File: src/fcvd_pkg.sv
package fcvd_pkg;

    localparam int TABLE_DEPTH = 1024;
    localparam int INDEX_WIDTH = 16;

    localparam int SLOT_W      = $clog2(TABLE_DEPTH);
    localparam int CNT_W       = SLOT_W + 1;
    localparam int TRIPLE_W    = 3 * INDEX_WIDTH;

    localparam int FIELD_W     = 16;
    localparam int CORNER_W    = 2;
    localparam int OUT_INDEX_W = 10;
    localparam int COUNT_W     = 11;

    localparam int QUEUE_DEPTH = 2;
    localparam int QPTR_W      = $clog2(QUEUE_DEPTH);
    localparam int QCNT_W      = QPTR_W + 1;

    localparam logic [CORNER_W-1:0] CORNER_FIRST = 2'd0;
    localparam logic [CORNER_W-1:0] CORNER_THIRD = 2'd2;
    localparam logic [CORNER_W-1:0] CORNER_QUAD  = 2'd3;

    typedef struct packed {
        logic [TRIPLE_W-1:0] triple;
        logic [CORNER_W-1:0] corner;
    } item_t;

    typedef enum logic [1:0] {
        ST_IDLE,
        ST_SCAN,
        ST_EMIT
    } back_state_t;

endpackage

File: src/fcvd_front.sv
module fcvd_front
    import fcvd_pkg::*;
(
    input  logic                clk,
    input  logic                rst_n,
    input  logic                corner_valid,
    output logic                corner_ready,
    input  logic [FIELD_W-1:0]  pos_index,
    input  logic [FIELD_W-1:0]  tex_index,
    input  logic [FIELD_W-1:0]  norm_index,
    input  logic [CORNER_W-1:0] corner,
    output logic                head_valid,
    output item_t               head_item,
    input  logic                head_pop
);

    item_t             q_reg [QUEUE_DEPTH];
    logic [QPTR_W-1:0] wr_ptr_reg, wr_ptr_next;
    logic [QPTR_W-1:0] rd_ptr_reg, rd_ptr_next;
    logic [QCNT_W-1:0] count_reg, count_next;
    item_t             new_item;
    logic              push;
    logic              pop;

    // cast each index to the table's index width
    always_comb
    begin
        new_item.triple = {INDEX_WIDTH'(pos_index), INDEX_WIDTH'(tex_index),
                           INDEX_WIDTH'(norm_index)};
        new_item.corner = corner;
    end

    assign corner_ready = (count_reg != QCNT_W'(QUEUE_DEPTH));
    assign head_valid   = (count_reg != '0);
    assign head_item    = q_reg[rd_ptr_reg];
    assign push         = corner_valid && corner_ready;
    assign pop          = head_pop && head_valid;

    always_comb
    begin
        wr_ptr_next = wr_ptr_reg;
        rd_ptr_next = rd_ptr_reg;
        count_next  = count_reg;
        if (push)
        begin
            wr_ptr_next = (wr_ptr_reg == QPTR_W'(QUEUE_DEPTH - 1)) ? '0 : wr_ptr_reg + 1'b1;
        end
        if (pop)
        begin
            rd_ptr_next = (rd_ptr_reg == QPTR_W'(QUEUE_DEPTH - 1)) ? '0 : rd_ptr_reg + 1'b1;
        end
        if (push && !pop)
        begin
            count_next = count_reg + 1'b1;
        end
        else if (pop && !push)
        begin
            count_next = count_reg - 1'b1;
        end
    end

    always_ff @(posedge clk or negedge rst_n)
    begin
        if (!rst_n)
        begin
            wr_ptr_reg <= '0;
            rd_ptr_reg <= '0;
            count_reg  <= '0;
        end
        else
        begin
            wr_ptr_reg <= wr_ptr_next;
            rd_ptr_reg <= rd_ptr_next;
            count_reg  <= count_next;
        end
    end

    always_ff @(posedge clk)
    begin
        if (push)
        begin
            q_reg[wr_ptr_reg] <= new_item;
        end
    end

endmodule

File: config.mk
export PLATFORM = sky130hd
export DESIGN_NAME = fcvd_front
export DESIGN_NICKNAME = d
export VERILOG_FILES = /design/src/fcvd_pkg.sv /design/src/fcvd_front.sv
export SDC_FILE = /design/constraint.sdc
export NUM_CORES = 1
export LEC_CHECK = 0
export ABC_AREA = 1
export BUFFER_PORTS_ARGS = -buffer_cell sky130_fd_sc_hd__buf_2
export CAP_MARGIN = 40
export CORE_MARGIN = 2
export CORE_UTILIZATION = 52
export DETAILED_ROUTE_END_ITERATION = 12
export GPL_TIMING_DRIVEN = 0
export PLACE_DENSITY = 0.91
export SYNTH_ARGS = -nofsm -noshare
export SYNTH_HDL_FRONTEND = slang
export SYNTH_SLANG_ARGS = --single-unit
File: constraint.sdc
create_clock -name clk -period 3.4 [get_ports clk]
set_input_delay 0.68 -clock clk [delete_from_list [all_inputs] [get_ports clk]]
set_output_delay 0.68 -clock clk [all_outputs]
set_load 0.01 [all_outputs]
* Word-level counts from Yosys, hierarchy flattened
Memories as Yosys holds them, arrays and structs flattened.
Cells that the tools add are included.
** Word-level totals
- Bits in registers :: 4
- RAM bits :: 100
- Input bits :: 54
- Output and inout bits :: 52
- Word-level logic and storage cells :: 23
- Memories kept :: 1
** Cells by class
- $add $sub $neg :: 4
- Equal/unequal tests :: 1
- Muxes and demuxes :: 6
- Reduce and logical (&&, ||, !) cells :: 8
** Memories
- q_reg :: words 2, width 50, read ports 1, clocked after Yosys merged registers in 0, write ports 1, line fcvd_front.sv:17 : item_t q_reg [QUEUE_DEPTH];
** Operators by type and width (count)
- $logic_and 1x1->1 :: 4
- $mux 1 :: 4
- $mux 2 :: 2
- $reduce_bool 2->1 :: 2
- $add 1x1->1 const B :: 2
- $add 2x1->2 const B :: 1
- $logic_not 1->1 :: 2
- $ne 2x2->1 const B :: 1
- $sub 2x1->2 const B :: 1

* Longest topological paths before layout
Gate-level depths: netlist of the first run.
- Depth after elaboration :: 6
- Mapped depth :: 10
- Depth with buffers taken out :: 10

* Worst setup path before layout of the first run
No wires, ideal clock.
- Path type :: input to register
- Start :: in corner_valid
- End :: mem q_reg[0][0] (netlist name), enable pin
- Library setup time :: 0.458 ns
- Arrival time :: 2.853 ns
- Required time :: 2.942 ns
- Path slack :: 0.090 ns
- Stages :: 2
- Buffers on the path :: 0
- Cells stage by stage :: nand2_2 > nor2_1
** On the way
- Word-level cells in the longest chain between the ends :: 3
** Ends and longest elaborated chain
- from (decl) :: line fcvd_front.sv:6 : input logic corner_valid,
- $logic_and 1x1->1 :: line fcvd_front.sv:36 : assign push = corner_valid && corner_ready;
- $mux 1 :: line fcvd_front.sv:80 : if (push)
- $mux 1 (not written as such) :: line fcvd_front.sv:82 : q_reg[wr_ptr_reg] <= new_item;
- to (decl) :: line fcvd_front.sv:17
No other way between the ends.

==> results of run 1 <==
==> critical path, stage by stage (launching register included) <==
cell     delay, ns
dfrtp_1       0.39
buf_6         0.15
inv_8         0.09
buf_6         0.15
nand2_1       0.05
nand2_1       0.07
buf_2         0.13
==> stage by stage <==
stage / worst slack, ns / hold WS, ns / power, mW
6_report: 1.340 / 0.1166 / 4.164
3_5_place_dp: 1.252 / 0.4910 / 3.433
4_1_cts: 1.314 / 0.1012 / 4.212
5_1_grt: 1.222 / 0.09721 / 4.419
3_3_place_gp: -1.029 / 0.4895 / 3.355
2_1_floorplan: 0.08963 / 0.3844 / 2.833
==> cell type report <==
| cell class | count | area, um2 |
|---|---|---|
| clock inverter | 6 | 85.08 |
| timing repair buffer | 107 | 565.5 |
| buffer | 11 | 126.4 |
| clock buffer | 9 | 123.9 |
| tap | 99 | 123.9 |
| sequential | 104 | 3103 |
| fill | 559 | 2442 |
| multi-input combinational | 168 | 726.9 |
| inverter | 7 | 33.78 |
==> layer usage <==
layer,vias up,track usage,part of all wire
met5,-,0,0
met4,0,0.06439,0.013
met3,8,0.04066,0.052
met2,66,0.3131,0.53
met1,1151,0.2059,0.40
li1,1200,-,-
==> cells by family after synthesis <==
| logic type | count (synthesis) | synth area share |
|---|---|---|
| buffers and inverters | 18 | 0.04029 |
| DFF | 104 | 0.7806 |
| adders and majority gates | 1 | 0.003147 |
| xor gates and xnor gates | 2 | 0.004407 |
| and+or+nand+nor | 165 | 0.1715 |
==> cells in the final DEF, fill, tap and decap left out <==
cell / n
nand2_1: 137
buf_2: 105
edfxtp_1: 100
nand2_2: 23
clkbuf_8: 9
buf_6: 5
inv_1: 5
buf_4: 4
buf_12: 4
dfrtp_1: 4
nor2_4: 2
nand3_1: 2
clkinv_2: 2
clkinvlp_4: 2
bufinv_16: 2
inv_8: 1
inv_2: 1
xnor2_1: 1
xor2_1: 1
nand4_1: 1
ha_1: 1
==> path summary, 6_finish.rpt <==
path	endpoint	slack (ns)
min in group clk	q_reg[0][34]$_DFFE_PP_	0.51
max	head_item[31]	1.34
max reg2reg	q_reg[1][31]$_DFFE_PP_	1.50
min reg2reg	count_reg[0]$_DFFE_PN0P_	0.52
max in group asynchronous	wr_ptr_reg$_DFFE_PN0P_	3.16
min	count_reg[0]$_DFFE_PN0P_	0.12
==> report_power, final <==
| group | switching (mW) | leakage, nW | internal [mW] |
|---|---|---|---|
| logic | 0.945 | 1.04 | 0.594 |
| registers | 0.0869 | 0.978 | 1.75 |
| clock network | 0.378 | 0.101 | 0.408 |
| total | 1.41 | 2.12 | 2.75 |
==> out/summary.txt, run 1 <==
Status: complete, no violations
Worst slew pin tran: 0.8333 ns
First-pass GRT wire length: 11,150 um
Post-CTS Repair Setup Buffers: 0
CTS resizes: 0
CP Data Required Time: 2.72 ns
Skew final: 0.009920 ns
Post-synth top area share: 0.7554
Leading area contributor after synthesis: edfxtp_1
Synth unique cells: 16
Vias per cell: 4.746
Non-Filler Instances: 511
Layout area overhead: 22.98%
Worst Setup SP: rd_ptr_reg$_DFFE_PN0P_
Top FF cell, synth: edfxtp_1
Clock-pin slew on the worst setup and hold paths: 0.09 ns
CTS tree: built
# port buffers: 105
Largest register FFs: 100
GR Overflow Total: 0
Top-count cell post-synth: nand2_1
Synth warnings: 0
Fin area: 0.004888 mm2
Worst vdd ir: 0.4056 mV
Seq cells post-synth: 104
Leakage: 2.120 nW
Worst Path Max Fanout: 10
# nets final: 463
GP Congestion: 0.6735
Slew Viols, Final: 0
Post-Syn Area: 0.003975 mm2
N_diodes: 0
Slew HR: 0.4432
Critical Path AT: 1.38 ns
R2r startpoint: count_reg[0]$_DFFE_PN0P_
Max-cap violation count: 0
# DRC: 0
Endpoints failing setup: 0
Placed Area: 0.004679 mm2
Largest net degree at the start of global routing: 28
Vias in the first global route: 2,374
Top Ports: 106
DR iter-0 viols: 81
Setup TNS: 0 ns
Iteration count of the initial detailed-routing pass: 4
Critical path startpoint category: register
Hold buffer count at cts: 0
Synth Net Count: 345
Total core area: 0.007331 mm2
H-Tree Depth: 3
Reg2Reg Depth: 5
Drt wl/cell: 13.69 um
RSZ-0062 raised after global routing: false
Die W: 91.43 um
Hold Crit Class: in2async
Worst-Skew Late Latency: 0.35 ns
Post-synth EDFFs: 100
Row cnt: 31
Chip Height: 91.43 um
Synth top cells by count: nand2_1, edfxtp_1, nand2_2
Max clock buf depth: 2
Initial core utilization: 0.5422
Layout cells sized above 1: 0.3883
Final hold violations: 0
Routed Wire Length: 6994 um
CTS root buf: clkbuf_8
CP Capture Type: output pin
Layout Utilization: 0.6668
Fin crit period: 2.060 ns
Pwr Density: 851.9 mW/mm2
GRT Total Usage: 0.1754
Detailed-route via count: 2,425
Area of the die: 0.008359 mm2
Placed cells: 496
Max Freq: 485.4 MHz
Crit path kind: reg2out
Synth area leaders: edfxtp_1, nand2_1, nand2_2
Clock tree sinks: 104
Post-synth ARST share: 0.03846
Dpl hpwl: 4996 um
Period utilisation layout: 0.6059
Seq/Total Area, Yosys: 0.7806
Initial antenna violation count: 0
Mapped Cells: 290
CTS buffer count: 9
Final ANT Viol Nets: 0
Syn Area/Cell: 13.71 um2
No activity file was read; power rests on OpenSTA's default activity.
==> run 2, diff against run 1 <==
--- a/config.mk
+++ b/config.mk
@@ -9,10 +9,10 @@
 export BUFFER_PORTS_ARGS = -buffer_cell sky130_fd_sc_hd__buf_2
 export CAP_MARGIN = 40
 export CORE_MARGIN = 2
-export CORE_UTILIZATION = 52
+export CORE_UTILIZATION = 47
 export DETAILED_ROUTE_END_ITERATION = 12
 export GPL_TIMING_DRIVEN = 0
-export PLACE_DENSITY = 0.91
+export PLACE_DENSITY = 0.87
 export SYNTH_ARGS = -nofsm -noshare
 export SYNTH_HDL_FRONTEND = slang
 export SYNTH_SLANG_ARGS = --single-unit
==> constraint.sdc (replaced) <==
create_clock -name clk -period 1.8 [get_ports clk]
set_input_delay 0.36 -clock clk [delete_from_list [all_inputs] [get_ports clk]]
set_output_delay 0.36 -clock clk [all_outputs]
set_load 0.01 [all_outputs]
==> out/summary.txt, run 2 (synthesis results as in run 1) <==
H-Tree Depth: 3 (unchanged)
Clock tree sinks: 104 (unchanged)
CP max stage delay: 0.60 ns (was 0.39 ns)
Endpoints failing setup: 27 (was 0)
Final Worst Setup Slack: -0.03176 ns (was 1.340 ns)
First-pass GRT wire length: 11,060 um (was 11,150 um)
Worst slew pin tran: 0.7752 ns (was 0.8333 ns)
Failing checks: setup timing
CP Cell Sequence: inv_2 > nand2_4 > nand2_4 > nor2_4 > buf_12 (was buf_6 > inv_8 > buf_6 > nand2_1 > nand2_1 > buf_2)
DR iter-0 viols: 106 (was 81)
Vias per cell: 4.674 (was 4.746)
Period utilisation layout: 1.018
Largest register FFs: 100 (unchanged)
Drt wl/cell: 14.01 um (was 13.69 um)
Fillers: 658 (was 559)
N_diodes: 0 (unchanged)
Initial core utilization: 0.4838 (was 0.5422)
CTS tree: built (unchanged)
Commonest cells after routing, fill and taps aside: nand2_1, buf_2, edfxtp_1 (unchanged)
Slew Viols, Final: 0 (unchanged)
GP Congestion: 0.6048 (was 0.6735)
GRT Total Usage: 0.1637 (was 0.1754)
Routed Wire Length: 7339 um (was 6994 um)
Status: finished with violations (was complete, no violations)
Slew HR: 0.4820 (was 0.4432)
Chip Height: 95.97 um (was 91.43 um)
Max clock buf depth: 2 (unchanged)
# port buffers: 105 (unchanged)
Fin crit period: 1.832 ns
Clock-pin slew on the worst setup and hold paths: 0.09 ns (about the same)
Leakage: 2.199 nW (was 2.120 nW)
Critical path startpoint category: register (unchanged)
Most common cell after layout, fill and taps aside: nand2_1 (unchanged)
Area of the die: 0.009209 mm2 (was 0.008359 mm2)
Slowest-stage cell, CP: nor2_4 (was dfrtp_1)
Skew final: 0.009394 ns (was 0.009920 ns)
Top Ports: 106 (unchanged)
Initial antenna violation count: 0 (unchanged)
Critical Path AT: 1.89 ns (was 1.38 ns)
Layout area overhead: 28.36% (was 22.98%)
Crit path kind: reg2reg (was reg2out)
Final hold violations: 0 (unchanged)
Max-cap violation count: 0 (unchanged)
Max Freq: 545.9 MHz
Largest net degree at the start of global routing: 28 (unchanged)
Worst Path Max Fanout: 26 (was 10)
# DRC: 0 (unchanged)
Hold WS: 0.1827 ns (was 0.1166 ns)
CP Capture Type: register (was output pin)
Die W: 95.97 um (was 91.43 um)
CP top delay family: simple AND/OR/NAND/NOR gates (was buffers and inverters)
GR Overflow Total: 0 (unchanged)
Worst vdd ir: 0.7916 mV (was 0.4056 mV)
Total core area: 0.008217 mm2 (was 0.007331 mm2)
Iteration count of the initial detailed-routing pass: 4 (unchanged)
CP most frequent cell: nand2_4
Buf+Inv Stages, Crit Path: 2 (was 4)
Layout cells sized above 1: 0.4296 (was 0.3883)
# nets final: 469 (was 463)
Row cnt: 33 (was 31)
RSZ-0062 raised after global routing: true (was false)
Detailed-route via count: 2,449 (was 2,425)
CP Data Required Time: 1.85 ns (was 2.72 ns)
Dpl hpwl: 4985 um (was 4996 um)
Vias in the first global route: 2,400 (was 2,374)
Final ANT Viol Nets: 0 (unchanged)
Pre-CTS WS: -0.08717 ns (was 1.252 ns)
Final total power: 8.314 mW (was 4.164 mW)
Hold Crit Class: in2reg (was in2async)
Worst-Skew Late Latency: 0.36 ns (was 0.35 ns)
CTS root buf: clkbuf_8 (unchanged)
CTS buffer count: 9 (unchanged)
Pwr Density: 1629 mW/mm2 (was 851.9 mW/mm2)
## run 2: cell count changes in the layout (fill, tap and decap cells not counted), moves of 2 or more
cell,previous run,this run
buf_2,105,103
buf_8,0,3
clkbuf_1,0,3
clkbuf_16,0,3
clkinv_2,2,0
nand2_1,137,119
nand2_2,23,38
nand2_4,0,3
## run 2: repair_timing
| item | in CTS | in global routing |
|---|---|---|
| resized for setup | 1 | 31 |
| endpoints found under the hold margin | 4 | 0 |
| cloned | 0 | 4 |
| endpoints found under the setup margin | 53 | 66 |
| hold buffers | 1 | 0 |
| buffers inserted | 0 | 1 |
| pin swaps | 0 | 4 |
## run 2: path summary, 6_finish.rpt
path	start	endpoint	slack [ns]	depth (start not counted)
worst max-delay path	count_reg[0]$_DFFE_PN0P_	q_reg[1][7]$_DFFE_PP_	-0.03	5
worst min-delay path	pos_index[14]	q_reg[0][48]$_DFFE_PP_	0.18	1
worst max register to register	count_reg[0]$_DFFE_PN0P_	q_reg[1][7]$_DFFE_PP_	-0.03	5
worst min register to register	count_reg[0]$_DFFE_PN0P_	count_reg[0]$_DFFE_PN0P_	0.53	1
max in group asynchronous	rst_n	count_reg[1]$_DFFE_PN0P_	1.34	2
min in group asynchronous	rst_n	rd_ptr_reg$_DFFE_PN0P_	0.33	2
## run 2: stage by stage
stage | area (um2) | utilization | setup TNS (ns) | instances
2_1_floorplan | 3980 | - | -53.25 | 290
3_3_place_gp | 4637 | 0.5643 | -116.47 | 500
3_5_place_dp | 4687 | 0.5704 | -3.574 | 502
4_1_cts | 4908 | 0.5974 | -2.524 | 519
5_1_grt | 5102 | 0.6210 | -6.727 | 524
6_report | 5102 | 0.6210 | -0.5320 | 524
## run 2: power breakdown
part / internal (mW) / switching [mW] / total [mW]
registers: 3.31 / 0.175 / 3.48
logic: 1.41 / 1.92 / 3.33
clock network: 0.781 / 0.718 / 1.50
total: 5.50 / 2.81 / 8.31
## run 2: routing by layer
layer,vias up,GRT usage,share of wire
met5,-,0,0
met4,0,0.07619,0.017
met3,11,0.03446,0.060
met2,74,0.2978,0.52
met1,1145,0.1831,0.40
li1,1219,-,-
## run 2: area by class of cell
type | instances | area (um2) | share of cell area
multi-input cells | 168 | 787.0 | 0.1542
flip-flops and latches | 104 | 3103 | 0.6081
plain buffers | 11 | 153.9 | 0.03016
well taps | 105 | 131.4 | 0.02575
inverters | 7 | 38.79 | 0.007602
repair buffers | 112 | 670.6 | 0.1314
clock buffers | 12 | 135.1 | 0.02648
clock inverters | 4 | 71.32 | 0.01398
repair inverters | 1 | 11.26 | 0.002207
==> run 3, diff against run 2 <==
--- a/config.mk
+++ b/config.mk
@@ -9,10 +9,11 @@
 export BUFFER_PORTS_ARGS = -buffer_cell sky130_fd_sc_hd__buf_2
 export CAP_MARGIN = 40
 export CORE_MARGIN = 2
-export CORE_UTILIZATION = 47
+export CORE_UTILIZATION = 49
+export CTS_BUF_LIST = sky130_fd_sc_hd__clkbuf_4
 export DETAILED_ROUTE_END_ITERATION = 12
 export GPL_TIMING_DRIVEN = 0
-export PLACE_DENSITY = 0.87
+export PLACE_DENSITY = 0.78
 export SYNTH_ARGS = -nofsm -noshare
 export SYNTH_HDL_FRONTEND = slang
 export SYNTH_SLANG_ARGS = --single-unit
==> out/summary.txt, run 3 (synthesis results as in run 1) <==
Final hold violations: 0 (unchanged)
Detailed-route via count: 2,466 (was 2,449)
Drt wl/cell: 14.23 um (was 14.01 um)
Hold WS: 0.1008 ns (was 0.1827 ns)
Die W: 94.07 um (was 95.97 um)
Clk pwr share: 0.131 (was 0.180)
Worst slew pin tran: 0.7632 ns (was 0.7752 ns)
Share of power burned in registers: 0.401 (was 0.419)
Critical path startpoint category: register (unchanged)
Worst-Skew Late Latency: 0.44 ns (was 0.36 ns)
Layout cells sized above 1: 0.5048 (was 0.4296)
Initial core utilization: 0.5091 (was 0.4838)
Worst vdd ir: 0.8948 mV (was 0.7916 mV)
CP Capture Type: output pin (was register)
N_diodes: 0 (unchanged)
Slew Viols, Final: 0 (unchanged)
Worst Setup SP: rd_ptr_reg$_DFFE_PN0P_ (was count_reg[0]$_DFFE_PN0P_)
Pwr Density: 1624 mW/mm2 (was 1629 mW/mm2)
Final ANT Viol Nets: 0 (unchanged)
Dpl hpwl: 4846 um (was 4985 um)
GRT Total Usage: 0.1641 (was 0.1637)
Total core area: 0.007807 mm2 (was 0.008217 mm2)
GP Congestion: 0.6836 (was 0.6048)
Non-Filler Instances: 522 (was 524)
Area of the die: 0.008849 mm2 (was 0.009209 mm2)
Leakage: 2.332 nW (was 2.199 nW)
Logic pwr share: 0.468 (was 0.401)
Initial antenna violation count: 0 (unchanged)
Period utilisation layout: 1.042 (was 1.018)
Vias in the first global route: 2,261 (was 2,400)
Slew HR: 0.4900 (was 0.4820)
CTS buffer count: 9 (unchanged)
Final Worst Setup Slack: -0.07610 ns (was -0.03176 ns)
Max clock buf depth: 2 (unchanged)
Worst Path Max Fanout: 8 (was 26)
Endpoints failing setup: 80 (was 27)
Placed cells: 499 (was 502)
CP Data Required Time: 1.44 ns (was 1.85 ns)
Most common cell after layout, fill and taps aside: edfxtp_1 (was nand2_1)
Row cnt: 32 (was 33)
Top Ports: 106 (unchanged)
Clock-pin slew on the worst setup and hold paths: 0.16 ns (was 0.09 ns)
RSZ-0062 raised after global routing: true (unchanged)
Commonest cells after routing, fill and taps aside: edfxtp_1, nand2_1, buf_2 (was nand2_1, buf_2, edfxtp_1)
NetSw: 3.124 mW (was 2.810 mW)
# port buffers: 105 (unchanged)
Vias per cell: 4.724 (was 4.674)
Failing checks: setup timing (unchanged)
CTS root buf: clkbuf_4 (was clkbuf_8)
Largest net degree at the start of global routing: 28 (unchanged)
Status: finished with violations (unchanged)
Fillers: 563 (was 658)
GR Overflow Total: 0 (unchanged)
Max-cap violation count: 0 (unchanged)
Placed Area: 0.004683 mm2 (was 0.004687 mm2)
H-Tree Depth: 3 (unchanged)
CTS tree: built (unchanged)
Internal: 5.674 mW (was 5.504 mW)
Layout area overhead: 36.29% (was 28.36%)
Switching Fraction: 0.3550 (was 0.3380)
Hold Crit Class: in2reg (unchanged)
Setup TNS: -2.118 ns (was -0.5320 ns)
Crit path kind: reg2out (was reg2reg)
# nets final: 471 (was 469)
Final total power: 8.798 mW (was 8.314 mW)
DR iter-0 viols: 83 (was 106)
Iteration count of the initial detailed-routing pass: 4 (unchanged)
Hold Crit Start: pos_index[9] (was pos_index[14])
Fin crit period: 1.876 ns (was 1.832 ns)
Fin area: 0.005418 mm2 (was 0.005102 mm2)
Largest register FFs: 100 (unchanged)
Max Freq: 533.0 MHz (was 545.9 MHz)
Routed Wire Length: 7429 um (was 7339 um)
Critical Path AT: 1.52 ns (was 1.89 ns)
R2r startpoint: count_reg[0]$_DFFE_PN0P_ (unchanged)
# DRC: 0 (unchanged)
Chip Height: 94.07 um (was 95.97 um)
Skew final: 0.01225 ns (was 0.009394 ns)
First-pass GRT wire length: 10,680 um (was 11,060 um)
Clock tree sinks: 104 (unchanged)
run 3: changes by cell type in the layout (fill, tap and decap cells not counted), moves of 2 or more:
| cell | previous run | this run |
|---|---|---|
| buf_12 | 5 | 8 |
| buf_2 | 103 | 86 |
| buf_4 | 3 | 1 |
| buf_6 | 5 | 23 |
| buf_8 | 3 | 1 |
| clkbuf_1 | 3 | 0 |
| clkbuf_4 | 0 | 10 |
| clkbuf_8 | 9 | 0 |
| nand2_1 | 119 | 91 |
| nand2_2 | 38 | 43 |
| nand2_4 | 3 | 25 |
run 3: per-layer routing:
metal  global-route usage  share of wire
met1               0.2025           0.41
met2               0.2780           0.51
met3              0.03852          0.059
met4              0.06884          0.015
met5                    0              0
run 3: repair_timing:
item / 4_1_cts / 5_1_grt
endpoints found under the setup margin: 104 / 104
gates resized for setup: 10 / 101
endpoints found under the hold margin: 4 / 0
pin swaps: 0 / 12
hold buffers: 1 / 0
buffers inserted: 2 / 0
cloned: 1 / 5
run 3: per-stage QoR:
| step | util | setup slack (ns) |
|---|---|---|
| 5_1_grt | 0.6939 | -0.1772 |
| 2_1_floorplan | - | -0.5325 |
| 6_report | 0.6939 | -0.07610 |
| 3_5_place_dp | 0.5998 | -0.07331 |
| 4_1_cts | 0.6271 | -0.07557 |
| 3_3_place_gp | 0.5934 | -1.230 |
run 3: layout make-up:
| type | instances | area, um2 | area share |
|---|---|---|---|
| clock inverters | 5 | 57.56 | 0.01062 |
| repair inverters | 1 | 11.26 | 0.002079 |
| multi-input cells | 168 | 980.9 | 0.1811 |
| well taps | 102 | 127.6 | 0.02356 |
| inverters | 7 | 52.55 | 0.009700 |
| clock buffers | 10 | 75.07 | 0.01386 |
| flip-flops and latches | 104 | 3103 | 0.5727 |
| plain buffers | 10 | 168.9 | 0.03118 |
| repair buffers | 115 | 840.8 | 0.1552 |
run 3: worst paths after layout:
kind	to	slack (ns)	depth (start not counted)
max in group asynchronous	count_reg[1]$_DFFE_PN0P_	1.44	2
min reg2reg	count_reg[0]$_DFFE_PN0P_	0.53	1
min in group asynchronous	wr_ptr_reg$_DFFE_PN0P_	0.24	2
max reg2reg	q_reg[0][28]$_DFFE_PP_	-0.03	5
max	head_item[41]	-0.08	6
min	q_reg[0][43]$_DFFE_PP_	0.10	1
run 3: critical path, cell delays in order, from the launching register on:
cell,delay (ns)
dfrtp_1,0.40
buf_12,0.18
clkinv_16,0.09
clkbuf_16,0.17
nand2_2,0.05
nand2_1,0.05
buf_2,0.13
run 3: power by group through the flow:
| stage | Clock, mW | Sequential (mW) | Combinational (mW) |
|---|---|---|---|
| 2_1_floorplan | 0 | 3.51 | 1.83 |
| 3_3_place_gp | 0 | 3.53 | 2.83 |
| 3_5_place_dp | 0 | 3.52 | 2.95 |
| 4_1_cts | 1.18 | 3.46 | 3.13 |
| 5_1_grt | 1.26 | 3.58 | 4.48 |
| 6_report | 1.15 | 3.53 | 4.12 |
